--- config.mk ---
export PLATFORM = sky130hd
export DESIGN_NAME = blood_pressure_median_average_filter
export DESIGN_NICKNAME = d
export VERILOG_FILES = /design/src/bpmaf_pkg.sv /design/src/bpmaf_channel.sv /design/src/bpmaf_out_stage.sv /design/src/blood_pressure_median_average_filter.sv
export SDC_FILE = /design/constraint.sdc
export NUM_CORES = 1
export LEC_CHECK = 0
export ABC_CLOCK_PERIOD_IN_PS = 6900
export BUFFER_PORTS_ARGS = -buffer_cell sky130_fd_sc_hd__buf_2
export CORE_MARGIN = 2
export CORE_UTILIZATION = 30
export DETAILED_ROUTE_END_ITERATION = 16
export GPL_ROUTABILITY_DRIVEN = 1
export GPL_TIMING_DRIVEN = 1
export MAX_ROUTING_LAYER = met4
export PLACE_DENSITY_LB_ADDON = 0.25
export RECOVER_POWER = 50
export SYNTH_ARGS = -nofsm -noshare
export SYNTH_HDL_FRONTEND = slang
export SYNTH_SLANG_ARGS = --single-unit
--- constraint.sdc ---
create_clock -name i_clk -period 6.9 [get_ports i_clk]
set_input_delay 1.38 -clock i_clk [delete_from_list [all_inputs] [get_ports i_clk]]
set_output_delay 1.38 -clock i_clk [all_outputs]
set_load 0.01 [all_outputs]
--- src/bpmaf_pkg.sv ---
`default_nettype none

package bpmaf_pkg;

    localparam int SAMPLE_W = 8;
    localparam int SUM_W = 10;
    localparam int FILL_W = 2;
    localparam int COUNT_W = 3;

    localparam logic [FILL_W-1:0] FILL_LAST = 2'd2;
    localparam logic [COUNT_W-1:0] MEDIAN_LAST = 3'd3;

    localparam logic [SAMPLE_W-1:0] SYS_LOW_RST = 8'd100;
    localparam logic [SAMPLE_W-1:0] SYS_HIGH_RST = 8'd140;
    localparam logic [SAMPLE_W-1:0] DIA_LOW_RST = 8'd70;
    localparam logic [SAMPLE_W-1:0] DIA_HIGH_RST = 8'd100;

    // floor(x/3) == (x*683) >> 11 for x below 2048
    localparam int WEIGHTED_W = 10;
    localparam int DIV3_SHIFT = 11;
    localparam logic [WEIGHTED_W-1:0] DIV3_MUL = 10'd683;
    localparam int PROD_W = 2 * WEIGHTED_W;

    typedef enum logic [1:0] {
        CFG_SYS_LOW  = 2'd0,
        CFG_SYS_HIGH = 2'd1,
        CFG_DIA_LOW  = 2'd2,
        CFG_DIA_HIGH = 2'd3
    } t_cfg_index;

    typedef struct packed {
        logic [SAMPLE_W-1:0] low;
        logic [SAMPLE_W-1:0] high;
    } t_bounds;

    typedef struct packed {
        logic [SAMPLE_W-1:0] systolic_sample;
        logic [SAMPLE_W-1:0] diastolic_sample;
        logic [SAMPLE_W-1:0] heart_rate;
        logic [SAMPLE_W-1:0] oxygen_saturation;
    } t_in_item;

    typedef struct packed {
        logic [SAMPLE_W-1:0] systolic_result;
        logic [SAMPLE_W-1:0] diastolic_result;
        logic [SAMPLE_W-1:0] mean_pressure;
    } t_out_item;

    function automatic logic [SAMPLE_W-1:0] median3(
        input logic [SAMPLE_W-1:0] a,
        input logic [SAMPLE_W-1:0] b,
        input logic [SAMPLE_W-1:0] c
    );
        logic [SAMPLE_W-1:0] lo;
        logic [SAMPLE_W-1:0] hi;
        logic [SAMPLE_W-1:0] mid;
        lo = (a < b) ? a : b;
        hi = (a < b) ? b : a;
        mid = (hi < c) ? hi : c;
        return (lo > mid) ? lo : mid;
    endfunction

endpackage

`default_nettype wire

--- src/bpmaf_channel.sv ---
`default_nettype none

module bpmaf_channel (
    input  wire logic                              i_clk,
    input  wire logic                              i_rst_n,
    input  wire logic                              i_take,
    input  wire logic [bpmaf_pkg::SAMPLE_W-1:0]    i_sample,
    input  wire bpmaf_pkg::t_bounds                i_bounds,
    output logic      [bpmaf_pkg::SAMPLE_W-1:0]    o_average
);
    import bpmaf_pkg::*;

    // third entry is consumed on the cycle it arrives, so only two are held
    logic [SAMPLE_W-1:0] r_window [2];
    logic [FILL_W-1:0]   r_fill;
    logic [COUNT_W-1:0]  r_count;
    logic [SUM_W-1:0]    r_sum;
    logic [SAMPLE_W-1:0] r_average;

    logic                w_load;
    logic                w_full;
    logic [SAMPLE_W-1:0] w_median;
    logic [SUM_W-1:0]    n_sum;

    assign w_load = i_take && (i_sample >= i_bounds.low) && (i_sample <= i_bounds.high);
    assign w_full = (r_fill == FILL_LAST);
    assign w_median = median3(r_window[0], r_window[1], i_sample);
    assign n_sum = r_sum + SUM_W'(w_median);
    assign o_average = r_average;

    always_ff @(posedge i_clk) begin
        if (w_load && !w_full) begin
            r_window[r_fill[0]] <= i_sample;
        end
    end

    always_ff @(posedge i_clk) begin
        if (!i_rst_n) begin
            r_fill    <= '0;
            r_count   <= '0;
            r_sum     <= '0;
            r_average <= '0;
        end else if (w_load) begin
            if (w_full) begin
                r_fill <= '0;
                if (r_count == MEDIAN_LAST) begin
                    r_average <= n_sum[SUM_W-1:2];
                    r_sum     <= '0;
                    r_count   <= '0;
                end else begin
                    r_sum   <= n_sum;
                    r_count <= r_count + COUNT_W'(1);
                end
            end else begin
                r_fill <= r_fill + FILL_W'(1);
            end
        end
    end

    a_fill_range: assert property (@(posedge i_clk) disable iff (!i_rst_n)
        r_fill != 2'd3)
        else $error("window fill out of range");

    a_count_range: assert property (@(posedge i_clk) disable iff (!i_rst_n)
        r_count <= MEDIAN_LAST)
        else $error("median count out of range");

    a_wrap: assert property (@(posedge i_clk) disable iff (!i_rst_n)
        (w_load && w_full && r_count == MEDIAN_LAST) |=> (r_count == '0 && r_sum == '0))
        else $error("sum not cleared after fourth median");

endmodule

`default_nettype wire

--- src/bpmaf_out_stage.sv ---
`default_nettype none

module bpmaf_out_stage (
    input  wire logic                              i_clk,
    input  wire logic                              i_en,
    input  wire logic [bpmaf_pkg::SAMPLE_W-1:0]    i_sys_avg,
    input  wire logic [bpmaf_pkg::SAMPLE_W-1:0]    i_dia_avg,
    input  wire logic                              i_no_signal,
    output bpmaf_pkg::t_out_item                   o_result
);
    import bpmaf_pkg::*;

    t_out_item             r_result;
    logic [WEIGHTED_W-1:0] w_weighted;
    logic [PROD_W-1:0]     w_prod;

    assign w_weighted = WEIGHTED_W'({i_dia_avg, 1'b0}) + WEIGHTED_W'(i_sys_avg);
    assign w_prod = PROD_W'(w_weighted) * PROD_W'(DIV3_MUL);
    assign o_result = r_result;

    always_ff @(posedge i_clk) begin
        if (i_en) begin
            r_result.systolic_result  <= i_sys_avg;
            r_result.diastolic_result <= i_dia_avg;
            r_result.mean_pressure    <= i_no_signal ? '0 : w_prod[DIV3_SHIFT +: SAMPLE_W];
        end
    end

endmodule

`default_nettype wire

--- src/blood_pressure_median_average_filter.sv ---
// Three register stages: the input register, the channel averages, the output.
// Throughput: one transaction per cycle; the whole pipeline stalls only
// while a result waits at the output.
// Config writes take effect at once; the config port is ready out of reset.
// Reset (synchronous, active low) empties the pipeline, holds both readies low,
// restores default acceptance windows and zeroes channel counters, sums, averages.
`default_nettype none

module blood_pressure_median_average_filter (
    input  wire logic                              i_clk,
    input  wire logic                              i_rst_n,
    input  wire logic                              i_in_valid,
    output logic                                   o_in_ready,
    input  wire bpmaf_pkg::t_in_item               i_in_data,
    output logic                                   o_out_valid,
    input  wire logic                              i_out_ready,
    output bpmaf_pkg::t_out_item                   o_out_data,
    input  wire logic                              i_cfg_valid,
    output logic                                   o_cfg_ready,
    input  wire bpmaf_pkg::t_cfg_index             i_cfg_index,
    input  wire logic [bpmaf_pkg::SAMPLE_W-1:0]    i_cfg_data
);
    import bpmaf_pkg::*;

    logic      r_v1;
    logic      r_v2;
    logic      r_v3;
    t_in_item  r_in;
    logic      r_no_signal;
    t_bounds   r_sys_bounds;
    t_bounds   r_dia_bounds;

    logic                w_advance;
    logic                w_take;
    logic [SAMPLE_W-1:0] w_sys_avg;
    logic [SAMPLE_W-1:0] w_dia_avg;

    assign w_advance = !r_v3 || i_out_ready;
    assign w_take = w_advance && r_v1;
    assign o_in_ready = w_advance && i_rst_n;
    assign o_out_valid = r_v3;
    assign o_cfg_ready = i_rst_n;

    always_ff @(posedge i_clk) begin
        if (!i_rst_n) begin
            r_v1 <= 1'b0;
            r_v2 <= 1'b0;
            r_v3 <= 1'b0;
            r_sys_bounds <= '{low: SYS_LOW_RST, high: SYS_HIGH_RST};
            r_dia_bounds <= '{low: DIA_LOW_RST, high: DIA_HIGH_RST};
        end else begin
            if (w_advance) begin
                r_v1 <= i_in_valid;
                r_v2 <= r_v1;
                r_v3 <= r_v2;
            end
            if (i_cfg_valid) begin
                case (i_cfg_index)
                    CFG_SYS_LOW:  r_sys_bounds.low  <= i_cfg_data;
                    CFG_SYS_HIGH: r_sys_bounds.high <= i_cfg_data;
                    CFG_DIA_LOW:  r_dia_bounds.low  <= i_cfg_data;
                    CFG_DIA_HIGH: r_dia_bounds.high <= i_cfg_data;
                    default: ;
                endcase
            end
        end
    end

    always_ff @(posedge i_clk) begin
        if (w_advance) begin
            r_in <= i_in_data;
            r_no_signal <= (r_in.heart_rate == '0) && (r_in.oxygen_saturation == '0);
        end
    end

    bpmaf_channel u_sys (
        .i_clk     (i_clk),
        .i_rst_n   (i_rst_n),
        .i_take    (w_take),
        .i_sample  (r_in.systolic_sample),
        .i_bounds  (r_sys_bounds),
        .o_average (w_sys_avg)
    );

    bpmaf_channel u_dia (
        .i_clk     (i_clk),
        .i_rst_n   (i_rst_n),
        .i_take    (w_take),
        .i_sample  (r_in.diastolic_sample),
        .i_bounds  (r_dia_bounds),
        .o_average (w_dia_avg)
    );

    bpmaf_out_stage u_out (
        .i_clk       (i_clk),
        .i_en        (w_advance),
        .i_sys_avg   (w_sys_avg),
        .i_dia_avg   (w_dia_avg),
        .i_no_signal (r_no_signal),
        .o_result    (o_out_data)
    );

endmodule

`default_nettype wire

# ---- After elaboration in Yosys (flattened, before gate mapping)
# Memory sizes are Yosys's and may differ from the RTL's.
# Index checks and enable logic that the tools add are counted.
dict set report word_totals {
  regBits 138
  rom_bits 0
  mem_count 2
  mem_bits_rw 32
  latchBits 0
  wordCells 92
}
# memory depth word_bits rd rd_ports_with_merged_regs wr line_no
set memory_table {}
lappend memory_table {u_dia.r_window 2 8 2 0 1 bpmaf_channel.sv:14} ;# logic [SAMPLE_W-1:0] r_window [2];
lappend memory_table {u_sys.r_window 2 8 2 0 1 bpmaf_channel.sv:14}
dict set report op_classes {
  n_div 0
  order_cmp 10
  n_bitwise 0
  addsub 7
  n_mul 1
  reduce_logical 24
  eq_ne 7
  n_mux 18
  shifts 0
}
# cell count
set ops {}
lappend ops {{8-bit two-way mux} 8}
lappend ops {{8-bit < comparator} 4}
lappend ops {{10-bit by 8-bit adder with 10-bit output} 2}
lappend ops {{10-bit two-way mux} 2}
lappend ops {{10-bit by 10-bit multiplier with 19-bit output (second input constant)} 1}
lappend ops {{8-bit >= comparator} 2}
lappend ops {{8-bit > comparator} 2}
lappend ops {{8-bit <= comparator} 2}
lappend ops {{8-bit logical NOT} 2}
lappend ops {{2-bit AND reduction} 6}
lappend ops {{9-bit by 8-bit adder with 10-bit output} 1}
lappend ops {{1-bit logical AND} 9}
lappend ops {{2-bit == test (second input constant)} 4}
lappend ops {{3-bit by 1-bit adder with 3-bit output (second input constant)} 2}
lappend ops {{3-bit by 2-bit == test with 1-bit output (second input constant)} 2}
lappend ops {{3-bit two-way mux} 2}
lappend ops {{3-bit AND reduction} 2}
lappend ops {{2-bit by 1-bit adder with 2-bit output (second input constant)} 2}
lappend ops {{1-bit two-way mux} 4}
lappend ops {{2-bit two-way mux} 2}
lappend ops {{1-bit logical NOT} 3}
lappend ops {{2-bit by 1-bit == test with 1-bit output (second input constant)} 1}
lappend ops {{2-bit logical NOT} 1}
lappend ops {{1-bit logical OR} 1}

# ---- Longest topological paths before layout
dict set report depth {
  ltp_word 8
  depth_mapped 35
  ltp_nobuf 32
}

# ---- Modules after synthesis
# Synthesis repeated with hierarchy kept, for this count alone.
dict set report hier_totals {
  hier_cells 1158
  hier_area_um2 11519.8
}
# mod cells_each area_per_inst_um2 n_inst seq_area_each_um2
set by_module_without_submodules {}
lappend by_module_without_submodules {{bpmaf_channel (u_sys)} 359 3263.1 1 940.9}
lappend by_module_without_submodules {{bpmaf_channel (u_dia)} 364 3153.0 1 940.9}
lappend by_module_without_submodules {bpmaf_out_stage 266 2835.2 1 720.7}
lappend by_module_without_submodules {blood_pressure_median_average_filter 169 2268.4 1 1691.6}

# ---- Least setup slack after synthesis
# Ideal clock, no wire load.
dict set report synth_timing {
  path_type {reg2reg}
  start {mem u_dia.r_window[1][1]}
  end {reg u_dia.r_sum[6]}
  period_less_slack_ps 6867
  stages_incl_launch_ff 32
  required_ps 6824
  t_arrival_ps 6792
  n_path_buf 3
  setup_slack_ps 33
  path_cell_list {edfxtp_1 > inv_1 > ha_1 > o21ai_0 > o21ai_0 > a21oi_2 > buf_4 > buf_2 > mux2_2 > ha_1 > a21oi_1 > o21ai_0 > or3_4 > o211ai_4 > buf_2 > a21oi_1 > ha_1 > a21oi_1 > nand2_1 > a211o_1 > a21oi_1 > mux2i_1 > nor2b_1 > a221o_1 > ha_1 > nor2b_1 > o21ai_0 > a21oi_1 > nor2_1 > xnor2_1 > or3b_2 > a21boi_0}
}
# item line_no
set synth_lines {}
lappend synth_lines {{start: declaration} bpmaf_channel.sv:14}
lappend synth_lines {{end signal: assignment} bpmaf_channel.sv:51} ;# r_sum <= n_sum;
lappend synth_lines {{end: declaration} bpmaf_channel.sv:17} ;# logic [SUM_W-1:0] r_sum;

==> key figures <==
Global routing
  • Initial antenna violation count: 1
  • Met1 Use GR: 18.9%
  • Grt total ovfl: 0
  • Largest net degree at the start of global routing: 88
  • Total track usage: 14.4%
  • Busiest grt layer: met2
  • GR Util met2: 23.1%
  • Vias in the first global route: 8548
  • Met3 global-route usage: 2.22%
  • First-pass GRT wire length: 43.3 mm

Critical path
  • Crit. Startpoint: u_dia.r_window[1][1]
  • Reg2reg path depth: 31
  • Top delay family on crit path: compound AO/OA/AOI/OAI gates
  • Arrival @ worst endpoint: 7000 ps
  • Worst setup path endpoint: u_dia.r_sum[8]
  • Worst EP required: 7280 ps
  • Setup CP Type: reg -> reg
  • Reg2reg end: u_dia.r_sum[8]
  • Most used cell, CP: buf_6
  • CP Depth: 31
  • CP max-delay cell: edfxtp_1
  • Crit path largest cell delay: 460 ps
  • Worst Path Max Fanout: 7
  • Setup crit end kind: flip-flop
  • R2r setup slk: 280 ps
  • Startpoint types: flip-flop
  • Buf+Inv Stages, Crit Path: 5
  • R2r startpoint: u_dia.r_window[1][1]

Synth
  • Share of the synthesized area in the top cell type: 23.6%
  • Synth Net Count: 1355
  • Cell Area, Synth: 11300 um2
  • Synth warnings: 0
  • Share of synthesized registers carrying an async set or reset: 0%
  • Ys flop type: edfxtp_1
  • Synth unique cells: 68
  • Mean Syn Cell Area: 10.1 um2
  • Synth top area cells: edfxtp_1 (24%), ha_1 (18%), dfxtp_1 (14%)
  • Seq cells post-synth: 170
  • Sequential share of the synthesized area: 37.9%
  • Syn Inst Count: 1125
  • Leading area contributor after synthesis: edfxtp_1
  • Post-synth EDFFs: 89

Routing
  • Wire length per cell: 14.9 um
  • Vias per cell: 4.71
  • Wirelength, routed: 26.5 mm
  • Total number of vias: 8415
  • Drt drc: 0
  • Initial drt markers: 388
  • Routed Antenna Nets: 0
  • Pre-antenna DRT Iters: 5

Place
  • Post-DP Area: 12600 um2
  • Gpl congestion: 0.845
  • Port Buffers: 73
  • Detailed Place HPWL: 20.0 mm

Finish
  • Nets@finish: 1491
  • Most frequent cells in the layout: ha_1 (152), inv_1 (100), nand2_1 (96)
  • Share of cells above drive strength 1: 20.0%
  • N_diodes: 0
  • P&R area growth vs syn: 21.1%
  • Commonest non-fill, non-tap cell in the layout: ha_1
  • Final Instance Area: 13700 um2
  • Fill cell count: 3743

Outcome
  • Outcome: finished, final reports clean

Floorplanning
  • DIE AREA: 39400 um2
  • CORE AREA: 37400 um2
  • Num rows: 71
  • Starting density of the core: 30.3%
  • Die Wd: 198 um
  • # IOs: 74
  • Height of the die: 198 um

Hold path
  • Worst hold path class: reg -> reg

STA
  • Final period util: 95.9%
  • Fmax: 151 MHz
  • Final Slew Violations: 0
  • Clock period minus final worst setup slack: 6620 ps
  • Hold Fails Final Rpt: 0
  • Worst-Margin Slew: 1310 ps
  • Worst clock skew: 15.2 ps
  • Max_slew headroom: 12.6%
  • Final setup fails: 0

Clock network
  • CTS buffer count: 17
  • CTS tree: done
  • Worst-Skew Late Latency: 450 ps
  • Hold_buf cts: 0
  • CTS max path bufs: 2
  • CTS H-tree lvls: 4
  • Clock root cell: clkbuf_16
  • Clock slew at reported path FFs: 80 ps
  • TritonCTS sink count: 170

Power
  • Pwr Density: 187 nW/um2
  • Total power: 2.57 mW
  • Pleak: 6.29 nW
  • Maximum vdd ir drop: 199 uV

Flow run
  • Number of max-cap violations: 0
synth_stat cells, types with 12 or more instances:
library cell  instances
o211ai_1             13
a21oi_1              64
clkbuf_1             19
nor3_1               12
xnor2_1              25
edfxtp_1             89
nand3_1              19
a21boi_0             26
mux2i_1              41
nand2b_1             18
mux2_2               17
nor2b_1              57
o21ai_0              46
dfxtp_1              81
ha_1                159
fa_1                 24
nor2_1               53
nand2_1              97
a21o_1               13
inv_1               104
worst min-delay path by stage:
| stage | start | endpoint | slack, ps | cells after the start |
|---|---|---|---|---|
| after floorplan | u_dia.r_count[2] | u_dia.r_count[2] | 410 | 2 |
| after CTS | u_dia.r_count[2] | u_dia.r_count[2] | 430 | 2 |
| final | u_dia.r_count[2] | u_dia.r_count[2] | 430 | 2 |
| after detailed placement | u_dia.r_count[2] | u_dia.r_count[2] | 420 | 2 |
| after global placement | u_dia.r_count[2] | u_dia.r_count[2] | 420 | 2 |
| after global routing | u_dia.r_count[2] | u_dia.r_count[2] | 450 | 2 |
logic make-up after synthesis:
logic type,count (synthesis),synth area share [%]
DFF,170,37.9
adders and majority gates,183,21.8
and+or+nand+nor,314,14.2
buffers and inverters,133,4.64
AOI/OAI and AO/OA,235,13.8
xor gates and xnor gates,32,2.47
muxes,58,5.31
timing repair:
action | in CTS | in global routing
buffers inserted | 2 | 18
endpoints found under the setup margin | 8 | 26
gates resized for setup | 2 | 75
endpoints found under the hold margin | 0 | 0
pin swaps | 0 | 34
cloned | 0 | 1
routing by layer:
metal  routed length [um]  part of all wire, %  vias to the layer above
li1                     -                    -                     4277
met1                13100                   50                     4018
met2                12400                   47                      105
met3                  675                  2.5                       15
met4                  314                  1.2                        0
met5                    0                    0                        -
worst register-to-register path, delay by kind of cell (launching register included):
family,cells,cell delay (ps)
simple gates,6,1240
compound gates,14,2590
buf+inv,5,710
fa+ha+maj,4,960
mux,2,580
flops,1,460
metrics by stage:
step | std cells | util, % | TNS [ps] | setup WS, ps | hold WS [ps]
after floorplan | 1125 | - | 0 | 32.8 | 412
after global placement | 1732 | 33.7 | 0 | 12.4 | 421
after detailed placement | 1732 | 33.7 | -301 | -74.1 | 424
after CTS | 1766 | 35.5 | 0 | 5.61 | 434
after global routing | 1785 | 36.7 | -425 | -54.6 | 453
final | 1785 | 36.7 | 0 | 281 | 434
report_power, final:
group	internal (mW)	switching, mW
combinational	0.188	0.217
clock	0.593	0.453
sequential	1.09	0.0241
total	1.87	0.695
cell type report:
class,instances,area (um2),area share (%)
clock inverter,13,169,1.23
tap,511,639,4.66
sequential,170,4290,31.3
multi-input combinational,823,6840,49.8
clock buffer,19,475,3.46
inverter,104,390,2.84
timing repair buffer,145,918,6.69
state kept, by name, indices dropped and copies added, names as in the netlist, 10 cells and up:
signal,flops
r_dia_bounds,16
r_in,32
r_sys_bounds,16
u_dia.r_sum,10
u_dia.r_window,16
u_out.o_result,24
u_sys.r_sum,10
u_sys.r_window,16
Note: power is estimated with default switching activity, not from simulation.
